## src/rtl/tlhp_pkg.sv

```systemverilog
// Shared types and constants for the tank level and pump controller.
package tlhp_pkg;

   localparam int unsigned RAW_W = 16;
   localparam int unsigned PCT_W = 7;
   localparam int unsigned NUM_W = 23;
   localparam int unsigned DEN_W = RAW_W + PCT_W - 1;

   localparam logic [PCT_W-1:0] PERCENT_FULL = 7'd100;
   localparam logic [PCT_W-1:0] PERCENT_EMPTY = 7'd0;

   localparam logic [RAW_W-1:0] FULL_RAW_RESET = 16'd50;
   localparam logic [RAW_W-1:0] EMPTY_RAW_RESET = 16'd200;
   localparam logic [PCT_W-1:0] PUMP_ON_RESET = 7'd40;
   localparam logic [PCT_W-1:0] PUMP_OFF_RESET = 7'd70;
   localparam logic [PCT_W-1:0] LAST_PERCENT_RESET = 7'd25;

   localparam logic [1:0] CSR_FULL_RAW = 2'd0;
   localparam logic [1:0] CSR_EMPTY_RAW = 2'd1;
   localparam logic [1:0] CSR_PUMP_ON = 2'd2;
   localparam logic [1:0] CSR_PUMP_OFF = 2'd3;

   typedef enum logic [4:0] {
      S_IDLE = 5'b00001,
      S_PREP = 5'b00010,
      S_MUL  = 5'b00100,
      S_DIV  = 5'b01000,
      S_DONE = 5'b10000
   } scale_state_type;

   typedef enum logic [2:0] {
      T_IDLE   = 3'b001,
      T_BUSY   = 3'b010,
      T_FINISH = 3'b100
   } top_state_type;

   typedef struct packed {
      logic             start;
      logic [RAW_W-1:0] raw;
   } scale_req_type;

   typedef struct packed {
      logic             done;
      logic             usable;
      logic [PCT_W-1:0] percent;
   } scale_sts_type;

endpackage

```

## src/rtl/tlhp_scale.sv

```systemverilog
// Iterative raw-to-percent conversion with a shared shift-subtract divider.
module tlhp_scale (
   input  logic                            clock,
   input  logic                            reset,
   input  tlhp_pkg::scale_req_type         req,
   input  logic [tlhp_pkg::RAW_W-1:0]      full_raw,
   input  logic [tlhp_pkg::RAW_W-1:0]      empty_raw,
   output tlhp_pkg::scale_sts_type         sts
);

   tlhp_pkg::scale_state_type state_ff, state_in;

   logic [tlhp_pkg::RAW_W-1:0] raw_ff, raw_in;
   logic [tlhp_pkg::RAW_W-1:0] mag_d_ff, mag_d_in;
   logic [tlhp_pkg::NUM_W-1:0] rem_ff, rem_in;
   logic [tlhp_pkg::DEN_W-1:0] den_ff, den_in;
   logic [tlhp_pkg::PCT_W-1:0] quo_ff, quo_in;
   logic [2:0]                 count_ff, count_in;
   logic                       usable_ff, usable_in;

   logic [tlhp_pkg::RAW_W:0]   diff_a;
   logic [tlhp_pkg::RAW_W:0]   diff_d;
   logic [tlhp_pkg::RAW_W:0]   neg_a;
   logic [tlhp_pkg::RAW_W:0]   neg_d;
   logic [tlhp_pkg::RAW_W-1:0] mag_a;
   logic [tlhp_pkg::RAW_W-1:0] mag_d;
   logic                       usable;
   logic [tlhp_pkg::NUM_W:0]   trial;

   always_comb begin
      diff_a = {1'b0, empty_raw} - {1'b0, raw_ff};
      diff_d = {1'b0, empty_raw} - {1'b0, full_raw};
      neg_a  = ~diff_a + 17'd1;
      neg_d  = ~diff_d + 17'd1;
      mag_a  = diff_a[tlhp_pkg::RAW_W] ? neg_a[tlhp_pkg::RAW_W-1:0]
                                        : diff_a[tlhp_pkg::RAW_W-1:0];
      mag_d  = diff_d[tlhp_pkg::RAW_W] ? neg_d[tlhp_pkg::RAW_W-1:0]
                                        : diff_d[tlhp_pkg::RAW_W-1:0];
      usable = (full_raw != '0) && (empty_raw != '0) && (full_raw != empty_raw);
      trial  = {1'b0, rem_ff} - {2'b00, den_ff};
   end

   always_comb begin
      state_in  = state_ff;
      raw_in    = raw_ff;
      mag_d_in  = mag_d_ff;
      rem_in    = rem_ff;
      den_in    = den_ff;
      quo_in    = quo_ff;
      count_in  = count_ff;
      usable_in = usable_ff;
      unique case (state_ff)
         tlhp_pkg::S_IDLE: begin
            if (req.start) begin
               raw_in   = req.raw;
               state_in = tlhp_pkg::S_PREP;
            end
         end
         tlhp_pkg::S_PREP: begin
            usable_in = usable;
            mag_d_in  = mag_d;
            rem_in    = {7'd0, mag_a};
            state_in  = tlhp_pkg::S_DONE;
            // A quotient of opposite sign truncates to zero or below and
            // clamps to empty; a magnitude at or past the span clamps to full.
            if (!usable) begin
               quo_in = tlhp_pkg::PERCENT_EMPTY;
            end else if (mag_a == '0 ||
                         diff_a[tlhp_pkg::RAW_W] != diff_d[tlhp_pkg::RAW_W]) begin
               quo_in = tlhp_pkg::PERCENT_EMPTY;
            end else if (mag_a >= mag_d) begin
               quo_in = tlhp_pkg::PERCENT_FULL;
            end else begin
               state_in = tlhp_pkg::S_MUL;
            end
         end
         tlhp_pkg::S_MUL: begin
            rem_in   = rem_ff * 23'(tlhp_pkg::PERCENT_FULL);
            den_in   = {mag_d_ff, 6'd0};
            quo_in   = '0;
            count_in = 3'd6;
            state_in = tlhp_pkg::S_DIV;
         end
         tlhp_pkg::S_DIV: begin
            // Dividend is below 128 times the divisor, so seven quotient bits do.
            if (!trial[tlhp_pkg::NUM_W]) begin
               rem_in = trial[tlhp_pkg::NUM_W-1:0];
               quo_in = {quo_ff[tlhp_pkg::PCT_W-2:0], 1'b1};
            end else begin
               quo_in = {quo_ff[tlhp_pkg::PCT_W-2:0], 1'b0};
            end
            den_in   = den_ff >> 1;
            count_in = count_ff - 3'd1;
            if (count_ff == 3'd0) begin
               state_in = tlhp_pkg::S_DONE;
            end
         end
         tlhp_pkg::S_DONE: begin
            state_in = tlhp_pkg::S_IDLE;
         end
         default: begin
            state_in = tlhp_pkg::S_IDLE;
         end
      endcase
   end

   always_ff @(posedge clock) begin
      if (reset) begin
         state_ff <= tlhp_pkg::S_IDLE;
      end else begin
         state_ff <= state_in;
      end
      raw_ff    <= raw_in;
      mag_d_ff  <= mag_d_in;
      rem_ff    <= rem_in;
      den_ff    <= den_in;
      quo_ff    <= quo_in;
      count_ff  <= count_in;
      usable_ff <= usable_in;
   end

   assign sts.done    = (state_ff == tlhp_pkg::S_DONE);
   assign sts.usable  = usable_ff;
   assign sts.percent = quo_ff;

   a_done_percent_range: assert property (@(posedge clock) disable iff (reset)
      sts.done |-> (sts.percent <= tlhp_pkg::PERCENT_FULL))
      else $error("scale result above full");

   a_div_from_mul: assert property (@(posedge clock) disable iff (reset)
      $rose(state_ff == tlhp_pkg::S_DIV) |-> $past(state_ff == tlhp_pkg::S_MUL))
      else $error("division entered without product");

   a_start_only_idle: assert property (@(posedge clock) disable iff (reset)
      (state_ff == tlhp_pkg::S_PREP) |-> $past(state_ff == tlhp_pkg::S_IDLE))
      else $error("sample taken while busy");

endmodule

```

## src/rtl/tank_level_hysteresis_pump.sv

```systemverilog
// Top level: tank fill percentage from a raw sensor sample, with hysteresis pump control.
//
// Usage:
//   Request channel (req_valid/req_ready, req_raw_sample) takes one raw distance
//   sample. req_ready is high only while the block is idle.
//   Result channel (rsp_valid/rsp_ready) returns one result per request: the fill
//   level in percent, the pump command and a flag that the level was freshly
//   computed from a usable calibration.
//   Configuration port (csr_we, csr_addr, csr_wdata) writes the two calibration
//   points and the pump on/off levels; write only while no request is in flight.
// Timing:
//   When the divider runs, a request passes from acceptance to rsp_valid through
//   setup, multiply by 100, seven shift-subtract steps, hand-off and result load;
//   a clamped result or an unusable calibration skips the multiply and divide.
//   The next request is taken the cycle after the result is loaded, so no new
//   request is taken while one is in flight in the 24-bit subtractor loop.
// Reset:
//   Restores the default calibration, pump off and a held level of 25 percent.
// Stall:
//   A result waiting in the output register does not block the next request;
//   a following result waits in its final state until the register is free.
module tank_level_hysteresis_pump (
   input  logic                          clock,
   input  logic                          reset,
   input  logic                          req_valid,
   output logic                          req_ready,
   input  logic [tlhp_pkg::RAW_W-1:0]    req_raw_sample,
   output logic                          rsp_valid,
   input  logic                          rsp_ready,
   output logic [tlhp_pkg::PCT_W-1:0]    rsp_level_percent,
   output logic                          rsp_pump_cmd,
   output logic                          rsp_level_valid,
   input  logic                          csr_we,
   input  logic [1:0]                    csr_addr,
   input  logic [tlhp_pkg::RAW_W-1:0]    csr_wdata
);

   tlhp_pkg::top_state_type state_ff, state_in;

   logic [tlhp_pkg::RAW_W-1:0] full_raw_ff, full_raw_in;
   logic [tlhp_pkg::RAW_W-1:0] empty_raw_ff, empty_raw_in;
   logic [tlhp_pkg::PCT_W-1:0] pump_on_ff, pump_on_in;
   logic [tlhp_pkg::PCT_W-1:0] pump_off_ff, pump_off_in;
   logic [tlhp_pkg::PCT_W-1:0] last_percent_ff, last_percent_in;
   logic                       pump_ff, pump_in;
   logic [tlhp_pkg::PCT_W-1:0] new_pct_ff, new_pct_in;
   logic                       usable_ff, usable_in;
   logic                       rsp_valid_ff, rsp_valid_in;
   logic [tlhp_pkg::PCT_W-1:0] rsp_pct_ff, rsp_pct_in;
   logic                       rsp_pump_ff, rsp_pump_in;
   logic                       rsp_usable_ff, rsp_usable_in;

   tlhp_pkg::scale_req_type scale_req;
   tlhp_pkg::scale_sts_type scale_sts;

   logic                       commit;
   logic [tlhp_pkg::PCT_W-1:0] level;
   logic                       pump_next;

   tlhp_scale u_scale (
      .clock     (clock),
      .reset     (reset),
      .req       (scale_req),
      .full_raw  (full_raw_ff),
      .empty_raw (empty_raw_ff),
      .sts       (scale_sts)
   );

   assign req_ready       = (state_ff == tlhp_pkg::T_IDLE);
   assign scale_req.start = req_valid && req_ready;
   assign scale_req.raw   = req_raw_sample;

   always_comb begin
      full_raw_in  = full_raw_ff;
      empty_raw_in = empty_raw_ff;
      pump_on_in   = pump_on_ff;
      pump_off_in  = pump_off_ff;
      if (csr_we) begin
         unique case (csr_addr)
            tlhp_pkg::CSR_FULL_RAW:  full_raw_in  = csr_wdata;
            tlhp_pkg::CSR_EMPTY_RAW: empty_raw_in = csr_wdata;
            tlhp_pkg::CSR_PUMP_ON:   pump_on_in   = csr_wdata[tlhp_pkg::PCT_W-1:0];
            tlhp_pkg::CSR_PUMP_OFF:  pump_off_in  = csr_wdata[tlhp_pkg::PCT_W-1:0];
            default: begin
            end
         endcase
      end
   end

   always_comb begin
      commit = (state_ff == tlhp_pkg::T_FINISH) && (!rsp_valid_ff || rsp_ready);
      level  = usable_ff ? new_pct_ff : last_percent_ff;
      // The on check wins over the off check when the two levels overlap.
      if (level < pump_on_ff) begin
         pump_next = 1'b1;
      end else if (level >= pump_off_ff) begin
         pump_next = 1'b0;
      end else begin
         pump_next = pump_ff;
      end
   end

   always_comb begin
      state_in        = state_ff;
      new_pct_in      = new_pct_ff;
      usable_in       = usable_ff;
      last_percent_in = last_percent_ff;
      pump_in         = pump_ff;
      rsp_pct_in      = rsp_pct_ff;
      rsp_pump_in     = rsp_pump_ff;
      rsp_usable_in   = rsp_usable_ff;
      rsp_valid_in    = rsp_valid_ff && !rsp_ready;
      unique case (state_ff)
         tlhp_pkg::T_IDLE: begin
            if (scale_req.start) begin
               state_in = tlhp_pkg::T_BUSY;
            end
         end
         tlhp_pkg::T_BUSY: begin
            if (scale_sts.done) begin
               new_pct_in = scale_sts.percent;
               usable_in  = scale_sts.usable;
               state_in   = tlhp_pkg::T_FINISH;
            end
         end
         tlhp_pkg::T_FINISH: begin
            if (commit) begin
               last_percent_in = level;
               pump_in         = pump_next;
               rsp_pct_in      = level;
               rsp_pump_in     = pump_next;
               rsp_usable_in   = usable_ff;
               rsp_valid_in    = 1'b1;
               state_in        = tlhp_pkg::T_IDLE;
            end
         end
         default: begin
            state_in = tlhp_pkg::T_IDLE;
         end
      endcase
   end

   always_ff @(posedge clock) begin
      if (reset) begin
         state_ff        <= tlhp_pkg::T_IDLE;
         full_raw_ff     <= tlhp_pkg::FULL_RAW_RESET;
         empty_raw_ff    <= tlhp_pkg::EMPTY_RAW_RESET;
         pump_on_ff      <= tlhp_pkg::PUMP_ON_RESET;
         pump_off_ff     <= tlhp_pkg::PUMP_OFF_RESET;
         last_percent_ff <= tlhp_pkg::LAST_PERCENT_RESET;
         pump_ff         <= 1'b0;
         rsp_valid_ff    <= 1'b0;
      end else begin
         state_ff        <= state_in;
         full_raw_ff     <= full_raw_in;
         empty_raw_ff    <= empty_raw_in;
         pump_on_ff      <= pump_on_in;
         pump_off_ff     <= pump_off_in;
         last_percent_ff <= last_percent_in;
         pump_ff         <= pump_in;
         rsp_valid_ff    <= rsp_valid_in;
      end
      new_pct_ff    <= new_pct_in;
      usable_ff     <= usable_in;
      rsp_pct_ff    <= rsp_pct_in;
      rsp_pump_ff   <= rsp_pump_in;
      rsp_usable_ff <= rsp_usable_in;
   end

   assign rsp_valid         = rsp_valid_ff;
   assign rsp_level_percent = rsp_pct_ff;
   assign rsp_pump_cmd      = rsp_pump_ff;
   assign rsp_level_valid   = rsp_usable_ff;

   a_done_only_busy: assert property (@(posedge clock) disable iff (reset)
      scale_sts.done |-> (state_ff == tlhp_pkg::T_BUSY))
      else $error("scale finished with no request in flight");

   a_accept_blocks: assert property (@(posedge clock) disable iff (reset)
      (req_valid && req_ready) |=> !req_ready)
      else $error("second request taken while busy");

   a_hold_unusable: assert property (@(posedge clock) disable iff (reset)
      (commit && !usable_ff) |=> (rsp_level_percent == $past(last_percent_ff)))
      else $error("held level changed without a usable calibration");

   a_pump_on_below: assert property (@(posedge clock) disable iff (reset)
      commit |=> (rsp_pump_cmd == pump_ff) && (rsp_level_percent == last_percent_ff))
      else $error("result does not match controller state");

endmodule
```

## config.mk

```make
export PLATFORM = sky130hd
export DESIGN_NAME = tank_level_hysteresis_pump
export DESIGN_NICKNAME = d
export VERILOG_FILES = /design/src/rtl/tlhp_pkg.sv /design/src/rtl/tlhp_scale.sv /design/src/rtl/tank_level_hysteresis_pump.sv
export SDC_FILE = /design/constraint.sdc
export NUM_CORES = 1
export LEC_CHECK = 0
export ABC_CLOCK_PERIOD_IN_PS = 6900
export BUFFER_PORTS_ARGS = -buffer_cell sky130_fd_sc_hd__buf_4
export CORE_ASPECT_RATIO = 0.75
export CORE_MARGIN = 2
export CORE_UTILIZATION = 50
export CTS_CLUSTER_DIAMETER = 50
export DETAILED_ROUTE_END_ITERATION = 16
export PLACE_DENSITY = 0.67
export SETUP_SLACK_MARGIN = 0.5
export SLEW_MARGIN = 0
export SYNTH_ARGS = -nofsm -noshare
export SYNTH_HDL_FRONTEND = slang
export SYNTH_SLANG_ARGS = --single-unit
```

## constraint.sdc

```tcl
create_clock -name clock -period 6.9 [get_ports clock]
set_input_delay 1.035 -clock clock [delete_from_list [all_inputs] [get_ports clock]]
set_output_delay 1.035 -clock clock [all_outputs]
set_load 0.02 [all_outputs]
```

==> flow_summary.json, run 1 <==
{
  "ys.flop_type": "edfxtp_1",
  "powerDensity_nw_per_um2": 215,
  "die_w_um": 186,
  "ir_drop_v": 0.000184,
  "slew_violations": 0,
  "portBuffers": 49,
  "fin_crit_ns": 5.43,
  "synthCells": 1391,
  "routedWlPerCell_um": 16.9,
  "crit_chain": "inv_1, ha_1, inv_1, fa_1, a21o_1, a21o_1, a221oi_1, o211ai_1, a221oi_1, buf_4, inv_1, nor2_1, xor2_1, ha_1, nor2b_1, o21ai_0, a21oi_1, o21ai_0, a211oi_1, nor2_1, o21a_1, a32oi_1",
  "syn-num-nets": 1585,
  "maxUsedRoutingLayer": "met4",
  "cts-buffers-inserted": 17,
  "grt_overflow": 0,
  "critPathTopFamily": "compound AO/OA/AOI/OAI gates",
  "htreeDepth": 4,
  "dr_total_vias": 9991,
  "fmax_mhz": 184,
  "area_delta_synth_final_pct": 10.3,
  "gp_congestion": 0.905,
  "status": "completed",
  "drc": 0,
  "layout_commonest_cell": "inv_1",
  "crit_top_cell": "inv_1",
  "grt_setup_unrepaired": "no",
  "clkSinkCount": 168,
  "cp.arrival_ns": 5.50,
  "path_max_fanout": 14,
  "insertedDiodeCount": 0,
  "grt_start_max_net_pins": 63,
  "groute.usage.overall_pct": 23.8,
  "post-route-util_pct": 56.7,
  "min_path_type": "flip-flop to flip-flop",
  "die_h_um": 141,
  "wl_met2_um": 12400,
  "viasPerCell": 5.64,
  "mappedNetlistArea_sq_um": 12400,
  "critPathKind": "flip-flop to flip-flop",
  "n_fill_cell": 2203,
  "synth_async_sr_flop_share_pct": 0,
  "clkTransAtPathRegs_ns": 0.06,
  "mostFrequentLayoutCells": "inv_1 (188), nand2_1 (171), ha_1 (137), edfxtp_1 (105), a21oi_1 (90)",
  "detail_route.first_pass.iterations": 5,
  "wl_met3_um": 1330,
  "critPathCaptureType": "flip-flop",
  "synth_seq_area_share_pct": 35.5,
  "worst_ep_required_time_ns": 6.97,
  "postRouteAntennaNets": 0,
  "insertion_delay_ns": 0.45,
  "finalNetCount": 1622,
  "p_leak_nw": 5.98,
  "fin_worst_skew_ns": 0.0124,
  "finalCritPeriodShare_pct": 78.7,
  "hold_viol_final": 0,
  "antenna_found_initial": 0,
  "startpoint_type": "flip-flop",
  "slew-limit-headroom_pct": 19.9,
  "wl_um": 29900,
  "synth_edf_count": 105,
  "wl_met1_um": 15800,
  "ios": 50,
  "clock_path_buffers": 2,
  "cts_root_buf": "clkbuf_16",
  "core_sq_um": 24200,
  "cts_resized": 0,
  "fin_setup_tns_ns": 0,
  "yosysWarnings": 0,
  "final-seq-area_sq_um": 4410,
  "postSynthAreaPerCell_sq_um": 8.95,
  "rows": 49,
  "drive_gt1_share_pct": 8.95,
  "ctsHoldBuffers": 0,
  "multiInputGateArea_sq_um": 7180,
  "dpl.hpwl_um": 22600,
  "synth_seq_cells": 168,
  "drt-initial-drc-count": 682,
  "dieArea_sq_um": 26200,
  "critPathMaxStageDelay_ns": 0.61,
  "r2r_slack_ns": 1.47,
  "synth.distinct_cells": 83,
  "maxCapViolations": 0,
  "grt_first_pass_wirelength_um": 49000,
  "tightest_slew_ns": 1.20,
  "report.final.setup_viol": 0,
  "grt_pass1_vias": 9584,
  "post_cts_buffers": 0,
  "critPathSlowestCell": "a32oi_1",
  "initial_core_util_pct": 51.4,
  "critical_path_buf_inv_count": 4,
  "cts_tree": "yes"
}
==> through the flow <==
step	total power, mW	setup slack (ns)	instance area (sq um)	hold WS, ns	cells
final	2.96	1.47	13700	0.423	1772
after global routing	3.11	0.969	13700	0.432	1772
after CTS	2.96	1.49	13700	0.422	1772
after detailed placement	1.96	1.53	13100	0.407	1740
after global placement	1.95	1.58	13100	0.404	1740
after floorplan	1.76	1.91	12400	0.400	1391
==> power by group <==
part / switching, mW / internal, mW / total (mW)
registers: 0.0219 / 1.12 / 1.14
clock network: 0.426 / 0.573 / 0.999
logic: 0.487 / 0.332 / 0.819
total: 0.935 / 2.02 / 2.96
==> cells in the mapped netlist, drive strengths merged (6+ instances only) <==
master	n	area share, %
nand2b	11	0.55
nor3	24	0.96
or2	10	0.50
a21o	28	1.7
nor2	83	2.5
and2	12	0.62
nor3b	8	0.48
inv	188	5.7
nor4	12	0.72
clkbuf	35	1.1
a21oi	91	3.7
xor2	30	2.2
a211oi	12	0.76
fa	18	2.9
ha	137	14
nand3	15	0.60
dfxtp	63	10
and3	7	0.35
or3	18	0.94
a211o	15	1.1
or4	6	0.39
nand4	6	0.30
nor2b	11	0.61
o41ai	6	0.48
nand2	171	5.2
o21ai	70	2.8
edfxtp	105	25
o31ai	8	0.52
mux2i	6	0.48
xnor2	48	3.4
o21a	15	0.91
a31oi	11	0.55
nand3b	12	0.72
o211ai	12	0.76
mux2	8	0.72
==> worst register-to-register path, cell delays in order, from the launching register on <==
cell	delay (ns)
dfxtp_1	0.32
inv_1	0.08
ha_1	0.16
inv_1	0.05
fa_1	0.40
a21o_1	0.20
a21o_1	0.22
a221oi_1	0.55
o211ai_1	0.26
a221oi_1	0.32
buf_4	0.25
inv_1	0.11
nor2_1	0.12
xor2_1	0.26
ha_1	0.17
nor2b_1	0.11
o21ai_0	0.08
a21oi_1	0.13
o21ai_0	0.09
a211oi_1	0.27
nor2_1	0.11
o21a_1	0.22
a32oi_1	0.61
==> flip-flops by register name, indices dropped and copies added (netlist names) <==
register           cells
u_scale.state_ff       5
new_pct_ff             7
pump_ff                1
u_scale.rem_ff        23
u_scale.count_ff       3
u_scale.den_ff        22
u_scale.mag_d_ff      16
pump_on_ff             7
u_scale.usable_ff      1
rsp_level_percent      7
usable_ff              1
empty_raw_ff          16
pump_off_ff            7
u_scale.raw_ff        16
rsp_level_valid        1
full_raw_ff           16
rsp_pump_cmd           1
rsp_valid              1
u_scale.quo_ff         7
state_ff               3
last_percent_ff        7
==> cell families after synthesis <==
group | Yosys count | synth area share, %
simple gates | 420 | 16.5
xor+xnor | 78 | 5.55
buf+inv | 226 | 6.93
flops | 168 | 35.5
compound gates | 330 | 17.7
mux | 14 | 1.21
fa+ha+maj | 155 | 16.7
==> layout make-up <==
cell class              instances  share of cell area (%)
flip-flops and latches        168                    32.1
repair buffers                 55                    3.01
clock inverters                14                    1.23
clock buffers                  18                    3.13
inverters                     189                    5.17
multi-input cells             997                    52.3
well taps                     331                    3.02
==> final timing paths <==
path | start | to | depth (start not counted)
hold reg to reg | u_scale.usable_ff | usable_ff | 0
setup / recovery | empty_raw_ff[0] | u_scale.quo_ff[0] | 22
hold / removal | u_scale.usable_ff | usable_ff | 0
setup reg to reg | empty_raw_ff[0] | u_scale.quo_ff[0] | 22
==> metal layers <==
layer	up-vias	track usage [%]
met2	213	35.3
met4	0	6.01
met5	-	0
met1	4754	36.0
met3	28	3.67
li1	4996	-
Note: power is estimated with default switching activity, not from simulation.
==> run 2: changes to the inputs <==
Settings changed: ABC_AREA set to 1, ABC_CLOCK_PERIOD_IN_PS 6900 to 5000.
Clock period 6.9 ns to 5 ns, I/O delays scaled along.
==> flow_summary.json, run 2 <==
{
  "status": "completed",
  "postSynthAreaPerCell_sq_um": 7.79,
  "sw_frac_of_total_pct": 35.2,
  "min_path_type": "flip-flop to flip-flop",
  "tightest_slew_ns": 1.08,
  "timing.rr.start": "empty_raw_ff[6]",
  "drive_gt1_share_pct": 13.5,
  "grt_setup_unrepaired": "yes",
  "dp_slack_ns": 0.299,
  "cts_tree": "yes",
  "crit_chain": "ha_1, nand2_1, nor2_1, nand2_2, o211ai_4, a21oi_2, o21ai_0, xor2_1, nand2_1, nor2_1, nand3_1, xnor2_1, nand2_1, o21ai_2, inv_2, ha_4, nand4_1, a21oi_2, a2111oi_2, o31ai_1, a31oi_2, nand4_1, nand2_1, inv_4",
  "htreeDepth": 4,
  "fin_crit_ns": 4.30,
  "synth.distinct_cells": 54,
  "synth_common_cells": "nand2_1 (328), inv_1 (304), ha_1 (137)",
  "r2r_cells": 24,
  "synthCells": 1599,
  "r2r_slack_ns": 0.70,
  "synth_xor_area_share_pct": 3.23,
  "slew-limit-headroom_pct": 27.7,
  "critPathMaxStageDelay_ns": 0.44,
  "grt_first_pass_wirelength_um": 50400,
  "ir_drop_v": 0.000290,
  "ys.flop_type": "edfxtp_1",
  "insertion_delay_ns": 0.44,
  "synth_async_sr_flop_share_pct": 0,
  "area_delta_synth_final_pct": 14.2,
  "critPathTopFamily": "compound AO/OA/AOI/OAI gates",
  "reg_top3": "u_scale.rem_ff (23), u_scale.den_ff (22)",
  "gp_congestion": 0.931,
  "detail_route.first_pass.iterations": 5,
  "yosysWarnings": 0,
  "synth_mux_area_share_pct": 0,
  "portBuffers": 49,
  "routedWlPerCell_um": 15.0,
  "dieArea_sq_um": 26200,
  "critPathSlowestCell": "ha_1",
  "antenna_found_initial": 0,
  "synthAdderAreaFrac_pct": 16.7,
  "p_leak_nw": 6.89,
  "viasPerCell": 5.27,
  "grt_pass1_vias": 10200,
  "fmax_mhz": 232,
  "synth.top_cell.area_share_pct": 25.3,
  "syn-num-nets": 1793,
  "hold_viol_final": 0,
  "min_from": "u_scale.usable_ff",
  "crit_top_cell": "nand2_1",
  "maxCapViolations": 0,
  "insertedDiodeCount": 0,
  "synthTopCellsByArea": "edfxtp_1 (25%), ha_1 (14%), dfxtp_1 (10%), nand2_1 (9.9%), inv_1 (9.2%)",
  "drt-initial-drc-count": 882,
  "synth_seq_area_share_pct": 35.4,
  "grt_start_max_net_pins": 57,
  "cp.arrival_ns": 4.50,
  "synth_area_leader_cell": "edfxtp_1",
  "ios": 50,
  "fin_setup_tns_ns": 0,
  "report.final.setup_viol": 0,
  "initial_core_util_pct": 51.4,
  "largest_reg_flops": 23,
  "mappedNetlistArea_sq_um": 12500,
  "clkTransAtPathRegs_ns": 0.08,
  "mostFrequentLayoutCells": "nand2_1 (318), inv_1 (296), ha_1 (131), a21oi_1 (108), o21ai_0 (106)",
  "path_max_fanout": 7,
  "synthSimpleGateAreaFrac_pct": 21.9,
  "dpl.hpwl_um": 23400,
  "startpoint_type": "flip-flop",
  "drc": 0,
  "groute.usage.overall_pct": 24.3,
  "finalCritPeriodShare_pct": 86.1,
  "synth_top_family_by_area": "simple AND/OR/NAND/NOR gates",
  "finalWorstSetupSlack_ns": 0.697,
  "clkSinkCount": 168,
  "seq_power_share_pct": 36.6,
  "rows": 49,
  "power.switching_mw": 1.52,
  "synth.most_common_cell": "nand2_1",
  "p_comb_share_pct": 32.9,
  "die_w_um": 186,
  "critPathCaptureType": "flip-flop",
  "clock_path_buffers": 2,
  "holdPathEnd": "usable_ff",
  "synth_edf_count": 105,
  "intPower_mw": 2.80,
  "fin_worst_skew_ns": 0.0127,
  "cts_root_buf": "clkbuf_16",
  "core_sq_um": 24200,
  "hold_depth": 0,
  "wl_um": 30200,
  "finalNetCount": 1860,
  "postRouteAntennaNets": 0,
  "worst_ep_required_time_ns": 5.20,
  "powerDensity_nw_per_um2": 304,
  "die_h_um": 141,
  "p_clk_share_pct": 30.4,
  "critical_path_buf_inv_count": 2,
  "cts-buffers-inserted": 17,
  "synth_compound_area_share_pct": 12.4,
  "largest_register": "u_scale.rem_ff",
  "grt_overflow": 0,
  "dr_total_vias": 10600,
  "slew_violations": 0,
  "p_total_mw": 4.33,
  "layout_commonest_cell": "nand2_1",
  "critPathKind": "flip-flop to flip-flop",
  "worstReg2RegEnd": "u_scale.quo_ff[3]",
  "synth_seq_cells": 168,
  "whs_ns": 0.435,
  "post-route-util_pct": 58.8
}
## run 2: worst reg2reg max path, cell delays in order (launching register included)
cell and delay [ns]:
dfxtp_1 0.40, ha_1 0.44, nand2_1 0.16, nor2_1 0.20, nand2_2 0.09, o211ai_4 0.10, a21oi_2 0.10, o21ai_0 0.20
xor2_1 0.21, nand2_1 0.07, nor2_1 0.10, nand3_1 0.10, xnor2_1 0.16, nand2_1 0.09, o21ai_2 0.08, inv_2 0.07
ha_4 0.25, nand4_1 0.13, a21oi_2 0.06, a2111oi_2 0.35, o31ai_1 0.14, a31oi_2 0.23, nand4_1 0.14, nand2_1 0.14
inv_4 0.07
## run 2: per-stage QoR
stage                     cells  instance area (sq um)
after floorplan            1599                  12500
after global placement     1964                  13200
after detailed placement   1964                  13200
after CTS                  1999                  13800
after global routing       2010                  14200
final                      2010                  14200
## run 2: cell families (layout without fill, tap and decap cells)
family,Yosys count,after routing
AND/OR/NAND/NOR,616,616
buffers and inverters,338,418
AO/OA/AOI/OAI,276,276
flip-flops,168,168
adder cells (fa/ha/maj),155,155
XOR/XNOR,46,46
## run 2: worst max-delay path by stage
stage | from | depth (start not counted) | slack, ns | endpoint
final | empty_raw_ff[6] | 24 | 0.70 | u_scale.quo_ff[3]
after global routing | empty_raw_ff[0] | 27 | 0.37 | u_scale.quo_ff[4]
after CTS | empty_raw_ff[0] | 27 | 0.54 | u_scale.quo_ff[4]
after detailed placement | empty_raw_ff[0] | 24 | 0.30 | u_scale.quo_ff[4]
after global placement | empty_raw_ff[0] | 24 | 0.52 | u_scale.quo_ff[1]
after floorplan | empty_raw_ff[0] | 26 | 0.85 | u_scale.quo_ff[0]
## run 2: power by group through the flow
stage	registers (mW)	logic, mW	clock network [mW]
final	1.58	1.42	1.32
after floorplan	1.60	0.939	0
after global placement	1.61	1.22	0
after CTS	1.58	1.30	1.34
after detailed placement	1.61	1.25	0
after global routing	1.59	1.61	1.38
## run 2: timing repair
item,4_1_cts,5_1_grt
buffers inserted,3,11
pin swaps,2,27
hold buffers,0,0
endpoints found under the setup margin,8,9
resized for setup,8,71
cloned,0,0
## run 2: cell type report
cell class	count	area, sq um
fillers	2155	9990
multi-input cells	1093	7070
flip-flops and latches	168	4420
inverters	312	1180
repair buffers	74	568
clock buffers	20	479
well taps	331	414
clock inverters	12	103
## run 2: per-layer routing
layer / GRT usage [%] / up-vias / part of all wire, %
li1: - / 5388 / -
met1: 35.7 / 4912 / 50
met2: 37.5 / 274 / 43
met3: 4.21 / 16 / 6.3
met4: 4.72 / 0 / 0.72
met5: 0 / - / 0
